===== src/design/bgi_pkg.sv =====
// Shared types and constants for the bilinear grid interpolator.
// Depends on nothing; every other design file but bgi_ram imports it.
`default_nettype none
package bgi_pkg;

	localparam int MAX_X_POINTS = 64;
	localparam int MAX_Y_POINTS = 64;
	localparam int X_AW         = $clog2(MAX_X_POINTS);
	localparam int Y_AW         = $clog2(MAX_Y_POINTS);
	localparam int W_DEPTH      = MAX_X_POINTS * MAX_Y_POINTS;
	localparam int W_AW         = $clog2(W_DEPTH);
	localparam int CNT_W        = 7;
	localparam int FRAC_W       = 16;
	localparam int DCNT_W       = $clog2(FRAC_W);

	localparam logic [FRAC_W:0] FRAC_ONE = {1'b1, {FRAC_W{1'b0}}};

	localparam logic REG_X_COUNT = 1'b0;
	localparam logic REG_Y_COUNT = 1'b1;

	typedef enum logic [1:0] {
		OP_LOAD_X = 2'd0,
		OP_LOAD_Y = 2'd1,
		OP_LOAD_W = 2'd2,
		OP_QUERY  = 2'd3
	} opcode_t;

	typedef struct packed {
		opcode_t            opcode;
		logic [5:0]         x_index;
		logic [5:0]         y_index;
		logic signed [31:0] load_value;
		logic signed [31:0] query_x;
		logic signed [31:0] query_y;
	} in_word_t;

	typedef struct packed {
		logic signed [31:0] interp_value;
		logic               inside_res;
	} out_word_t;

	typedef enum logic [4:0] {
		ST_IDLE, ST_RD_B0, ST_RD_B1, ST_BCHK, ST_SRCH_A, ST_SRCH_D,
		ST_RD_C0, ST_RD_C1, ST_DIFF, ST_NORM, ST_DIV,
		ST_W0, ST_W1, ST_W2, ST_W3, ST_W4, ST_M0, ST_M1, ST_OUT
	} state_t;

	typedef enum logic [4:0] {
		CMD_IDLE, CMD_RD_B0, CMD_RD_B1, CMD_BCHK, CMD_SRCH_A, CMD_SRCH_D,
		CMD_RD_C0, CMD_RD_C1, CMD_DIFF, CMD_NORM, CMD_DIV,
		CMD_W0, CMD_W1, CMD_W2, CMD_W3, CMD_W4, CMD_M0, CMD_M1, CMD_OUT
	} cmd_op_t;

	typedef struct packed {
		cmd_op_t op;
		logic    accept;
	} dp_cmd_t;

	typedef struct packed {
		logic outside;
		logic zero_span;
		logic srch_done;
	} dp_status_t;

endpackage
`default_nettype wire


===== src/design/bgi_ctrl.sv =====
// Query sequencer for the bilinear grid interpolator.
// Depends on bgi_pkg; drives bgi_dp through dp_cmd_t, reads dp_status_t.
`default_nettype none
module bgi_ctrl (
	input  wire logic                clk,
	input  wire logic                arst_n,
	input  wire logic                start,
	input  wire bgi_pkg::opcode_t    opcode,
	input  wire bgi_pkg::dp_status_t status,
	output bgi_pkg::dp_cmd_t         cmd,
	output logic                     busy,
	output logic                     done
);
	import bgi_pkg::*;

	state_t             state_q, state_nxt;
	logic [DCNT_W-1:0]  dcnt_q;

	always_ff @(posedge clk or negedge arst_n) begin
		if (!arst_n) begin
			state_q <= ST_IDLE;
			dcnt_q  <= '0;
		end else begin
			state_q <= state_nxt;
			if (state_q == ST_DIV) begin
				dcnt_q <= dcnt_q + 1'b1;
			end else begin
				dcnt_q <= '0;
			end
		end
	end

	always_comb begin
		state_nxt = state_q;
		unique case (state_q)
			ST_IDLE:   if (start && opcode == OP_QUERY) state_nxt = ST_RD_B0;
			ST_RD_B0:  state_nxt = ST_RD_B1;
			ST_RD_B1:  state_nxt = ST_BCHK;
			ST_BCHK:   state_nxt = status.outside ? ST_OUT : ST_SRCH_A;
			ST_SRCH_A: state_nxt = status.srch_done ? ST_RD_C0 : ST_SRCH_D;
			ST_SRCH_D: state_nxt = ST_SRCH_A;
			ST_RD_C0:  state_nxt = ST_RD_C1;
			ST_RD_C1:  state_nxt = ST_DIFF;
			ST_DIFF:   state_nxt = ST_NORM;
			ST_NORM:   state_nxt = status.zero_span ? ST_OUT : ST_DIV;
			ST_DIV:    if (dcnt_q == DCNT_W'(FRAC_W - 1)) state_nxt = ST_W0;
			ST_W0:     state_nxt = ST_W1;
			ST_W1:     state_nxt = ST_W2;
			ST_W2:     state_nxt = ST_W3;
			ST_W3:     state_nxt = ST_W4;
			ST_W4:     state_nxt = ST_M0;
			ST_M0:     state_nxt = ST_M1;
			ST_M1:     state_nxt = ST_OUT;
			ST_OUT:    state_nxt = ST_IDLE;
			default:   state_nxt = ST_IDLE;
		endcase
	end

	always_comb begin
		cmd.accept = (state_q == ST_IDLE) && start;
		busy       = (state_q != ST_IDLE);
		done       = (state_q == ST_OUT);
		unique case (state_q)
			ST_IDLE:   cmd.op = CMD_IDLE;
			ST_RD_B0:  cmd.op = CMD_RD_B0;
			ST_RD_B1:  cmd.op = CMD_RD_B1;
			ST_BCHK:   cmd.op = CMD_BCHK;
			ST_SRCH_A: cmd.op = CMD_SRCH_A;
			ST_SRCH_D: cmd.op = CMD_SRCH_D;
			ST_RD_C0:  cmd.op = CMD_RD_C0;
			ST_RD_C1:  cmd.op = CMD_RD_C1;
			ST_DIFF:   cmd.op = CMD_DIFF;
			ST_NORM:   cmd.op = CMD_NORM;
			ST_DIV:    cmd.op = CMD_DIV;
			ST_W0:     cmd.op = CMD_W0;
			ST_W1:     cmd.op = CMD_W1;
			ST_W2:     cmd.op = CMD_W2;
			ST_W3:     cmd.op = CMD_W3;
			ST_W4:     cmd.op = CMD_W4;
			ST_M0:     cmd.op = CMD_M0;
			ST_M1:     cmd.op = CMD_M1;
			ST_OUT:    cmd.op = CMD_OUT;
			default:   cmd.op = CMD_IDLE;
		endcase
	end
endmodule
`default_nettype wire


===== config.mk =====
export PLATFORM = sky130hd
export DESIGN_NAME = bgi_ctrl
export DESIGN_NICKNAME = d
export VERILOG_FILES = /design/src/design/bgi_pkg.sv /design/src/design/bgi_ctrl.sv
export SDC_FILE = /design/constraint.sdc
export NUM_CORES = 1
export LEC_CHECK = 0
export BUFFER_PORTS_ARGS = -buffer_cell sky130_fd_sc_hd__buf_2
export CORE_AREA = 2 2 39 41
export DETAILED_ROUTE_END_ITERATION = 6
export DIE_AREA = 0 0 41 43
export PLACE_DENSITY_LB_ADDON = 0.3
export SLEW_MARGIN = 10
export SYNTH_ARGS = -nofsm -noshare
export SYNTH_HDL_FRONTEND = slang
export SYNTH_SLANG_ARGS = --single-unit

===== constraint.sdc =====
create_clock -name clk -period 1.9 [get_ports clk]
set_clock_uncertainty 0.2 [all_clocks]
set_input_delay 0.38 -clock clk [delete_from_list [all_inputs] [get_ports clk]]
set_output_delay 0.38 -clock clk [all_outputs]
set_load 0.01 [all_outputs]

# [Yosys cells after proc, flatten, opt, wreduce, memory -nomap -nowiden]
# Memories as Yosys holds them, arrays and structs flattened.
# Index checks and enable logic that the tools add are counted.
[word_totals] reg_bits=9 rom_bits=160 in_bits=8 out_inout_bits=8 word_cells=38 n_memories=1
[classes] add_sub_neg=1 eq_ne=22 muxes=7 n_reduce_logical=5
[memory_table] memory="(no name shown)" words=32 width=5 read_ports=1 rd_ports_with_merged_regs=0 write_ports=0 line="bgi_ctrl.sv:63" text="unique case (state_q)"
[ops] cell="$pmux 5 s18" count=1
[ops] cell="$eq 5x4->1 const B" count=8
[ops] cell="$eq 5x3->1 const B" count=4
[ops] cell="$mux 5" count=4
[ops] cell="$eq 5x5->1 const B" count=3
[ops] cell="$eq 5x2->1 const B" count=2
[ops] cell="$eq 5x1->1 const B" count=1
[ops] cell="$logic_not 5->1" count=1
[ops] cell="$reduce_bool 5->1" count=1
[ops] cell="$add 4x1->4 const B" count=1
[ops] cell="$eq 4x4->1 const B" count=1
[ops] cell="$mux 4" count=1
[ops] cell="$eq 2x2->1 const B" count=1
[ops] cell="$logic_and 1x1->1" count=2
[ops] cell="$mux 2" count=1
[ops] cell="$ne 2x1->1 const B" count=1
[ops] cell="$ne 2x2->1 const B" count=1
[ops] cell="$reduce_and 2->1" count=1

# [Depth between registers and ports, before layout]
[depth] depth_word=4 ltp_mapped=4

# [Worst setup path after synthesis]
# No wires, ideal clock.
[synth_timing] kind="flip-flop to output port" from="register state_q[0]" to="output port cmd[0] (netlist name)" t_arrival_ns=1.139 required_ns=1.320 slack_ns=0.181 stages_incl_launch_ff=5 n_path_buf=1 cell_sequence="dfrtp_1 > buf_6 > or3_4 > nand2b_4 > nor2_1"
[synth_lines] item="start: declaration" line="bgi_ctrl.sv:16" text="state_t state_q, state_nxt;"
[synth_lines] item="start signal: assignment" line="bgi_ctrl.sv:24" text="state_q <= state_nxt;"
[synth_lines] item="end: declaration" line="bgi_ctrl.sv:10" text="output bgi_pkg::dp_cmd_t cmd,"

==> impl_results.md <==
* Status: complete, but fails checks
* Violated checks: setup timing
* DIE AREA at between 1500 and 2000 µm²
* Initial DRC Count at 4
* Flop-to-flop setup slack at around 0.46 ns
* Syn_nets at 76
* Yosys reg bits at 9
* Slew HR at about 78%
* CTS tree: built
* Routed WL at about 1300 µm
* WHS Path Cells at 3
* First-pass GRT wire length at 2150 µm
* Startpoint Class: flop
* TNS Setup at -0.109 ns
* Clock sinks at 9
* Yosys warnings at 0
* Final hold vios at 0
* Core footprint at ~1400 µm²
* RSZ-0062 raised after global routing: true
* Initial antenna violation count at 0
* Worst Reg-to-Reg Cells at 4
* Later-pin clock latency in the skew report at 0.26 ns
* Die H at roughly 43 µm
* DP Worst Slack at around 0.16 ns
* Total grt overflow at 0
* Crit path arrival time at 1.38 ns
* Layout cells sized above 1 at 42.7%
* Avg WL per Cell at 11.9 µm
* Crit share post-route at 103%
* Fin util at 55.7%
* Ranking of synthesized cells by area: dfrtp_1, nor2_1, buf_6
* Worst min-delay path startpoint: status[2]
* Fillers at roughly 130
* Sequential area share after synthesis at 36.2%
* Site row count at 14
* Worst-Margin Slew at 0.328 ns
* Setup-failing EPs final at 4
* Fmax at approximately 510 MHz
* Worst reg2reg startpoint: state_q[1]$_DFFE_PN0P_
* PortBufs at 15
* WHS Endpoint: state_q[2]$_DFFE_PN0P_
* Top cell type's share of synthesized area at 36.2%
* Worst hold path type: primary input to flop
* Most frequent cells in the layout: buf_2, nor2_1, dfrtp_1, buf_4, a21oi_1
* Final nets at a little under 100
* Clock slew at reported path FFs at approximately 0.06 ns
* Critical Path RT at 1.32 ns
* Dominant cell type by area after synthesis: dfrtp_1
* P_leak at 0.375 nW
* Detailed Place HPWL at 968 µm
* Reg2reg end: state_q[3]$_DFFE_PN0P_
* H-tree Lvls at 1
* Syn Std Cell Area at 622 µm²
* Minimum clock period at ~2.0 ns
* Synth unique cells at 33
* Vias at 531
* I/O pin total at 16
* Starting Density at 44.9%
* CP Max Fanout at 4
* Layout area overhead at 23.9%
* Max rail drop VDD at 0.814 mV
* DRC Markers at 0
* Commonest non-fill, non-tap cell in the layout: buf_2
* Largest net degree at the start of global routing at 11
* # diodes at 0
* Inserted Clock Buffers at 3
* Gp weighted congestion at 0.724
* Clock Path Buffers at 2
* Vias in the first global route at 498
* Fin Hold WS at 0.223 ns
* Critical path class: flop to output pin
* Slew Viols, Final at 0
* Post-route ant nets at 0
* Root Driver: clkbuf_4
* Max_cap viols at 0
* Gr usage total at between 10% and 20%
* Average via count per standard cell at 5.06
* Syn_area_per_cell at 9.28 µm²
* Post-Synthesis Cells at 67
* Final worst setup slack at -0.0646 ns
* Die X at a little over 40 µm
* Critical path capture point type: output pin
* Pwr dens at 1550 nW/µm²
* First-pass iteration count of the detailed router at 4
==> repair_timing <==
action	4_1_cts	5_1_grt
hold buffers	1	0
pin swaps	1	2
setup buffers	2	0
resized for setup	1	3
endpoints found under the hold margin	9	0
endpoints found under the setup margin	6	6
==> registers in the layout (all words and copies together), names as in the netlist <==
name,cells
dcnt_q,4
state_q,5
==> through the flow <==
| step | cells | area, µm² | total power, W |
|---|---|---|---|
| 2_1_floorplan | 67 | 622 | 0.000856 |
| 3_3_place_gp | 98 | 708 | 0.00100 |
| 3_5_place_dp | 98 | 708 | 0.00101 |
| 4_1_cts | 105 | 762 | 0.00119 |
| 5_1_grt | 105 | 771 | 0.00130 |
| 6_report | 105 | 771 | 0.00119 |
==> cell families after synthesis <==
group,after synthesis,share of synthesized area [%]
simple gates,30,29.0
buf+inv,9,9.86
compound gates,16,20.1
xor+xnor,2,2.82
fa+ha+maj,1,2.01
flops,9,36.2
==> critical path, stage by stage, from the launching register on <==
cell and delay (ns):
dfrtp_1 0.40, or3_4 0.38, nand2b_4 0.15, nor2_2 0.07
buf_2 0.12
==> how the worst max path moves through the flow <==
| stage | to | from | cells past startpoint | slack [ns] |
|---|---|---|---|---|
| 2_1_floorplan | cmd[0] | state_q[0]$_DFFE_PN0P_ | 4 | 0.18 |
| 6_report | cmd[0] | state_q[2]$_DFFE_PN0P_ | 4 | -0.06 |
| 5_1_grt | cmd[0] | state_q[2]$_DFFE_PN0P_ | 4 | -0.16 |
| 3_3_place_gp | cmd[0] | state_q[3]$_DFFE_PN0P_ | 4 | 0.19 |
| 4_1_cts | cmd[0] | state_q[2]$_DFFE_PN0P_ | 4 | -0.08 |
| 3_5_place_dp | cmd[0] | state_q[3]$_DFFE_PN0P_ | 4 | 0.16 |
==> cells in the mapped netlist, drive strengths merged <==
cell / number
nor2: 10
nand2: 5
nand3: 3
ha: 1
o21ai: 1
a2bb2oi: 1
and2b: 1
o2bb2ai: 2
inv: 4
a21boi: 2
xnor2: 1
nor3b: 2
and3: 2
a2111oi: 1
a31oi: 1
dfrtp: 9
nor2b: 1
buf: 5
xor2: 1
or3: 2
nand3b: 2
a21oi: 5
a211o: 2
nand2b: 2
o211a: 1
==> cell type report <==
cell class                 count  area [µm²]  share of cell area, %
tap                           16        20.0                   2.60
sequential                     9         226                   29.4
multi-input combinational     49         345                   44.8
clock buffer                   4        26.3                   3.41
inverter                       4        15.0                   1.95
timing repair buffer          23         138                   17.9
==> per-layer routing <==
metal  vias up  routed length, µm  GRT usage [%]
met5         -                  0              0
met4         0                 19           6.00
met3         2                 64           4.71
met2        16                601           28.4
met1       237                567           23.6
li1        276                  -              -
==> where the power goes <==
group / internal, W / switching (W)
combinational: 0.000370 / 0.000365
sequential: 0.000247 / 0.0000662
clock: 0.0000807 / 0.0000636
No activity file was read; power rests on OpenSTA's default activity.
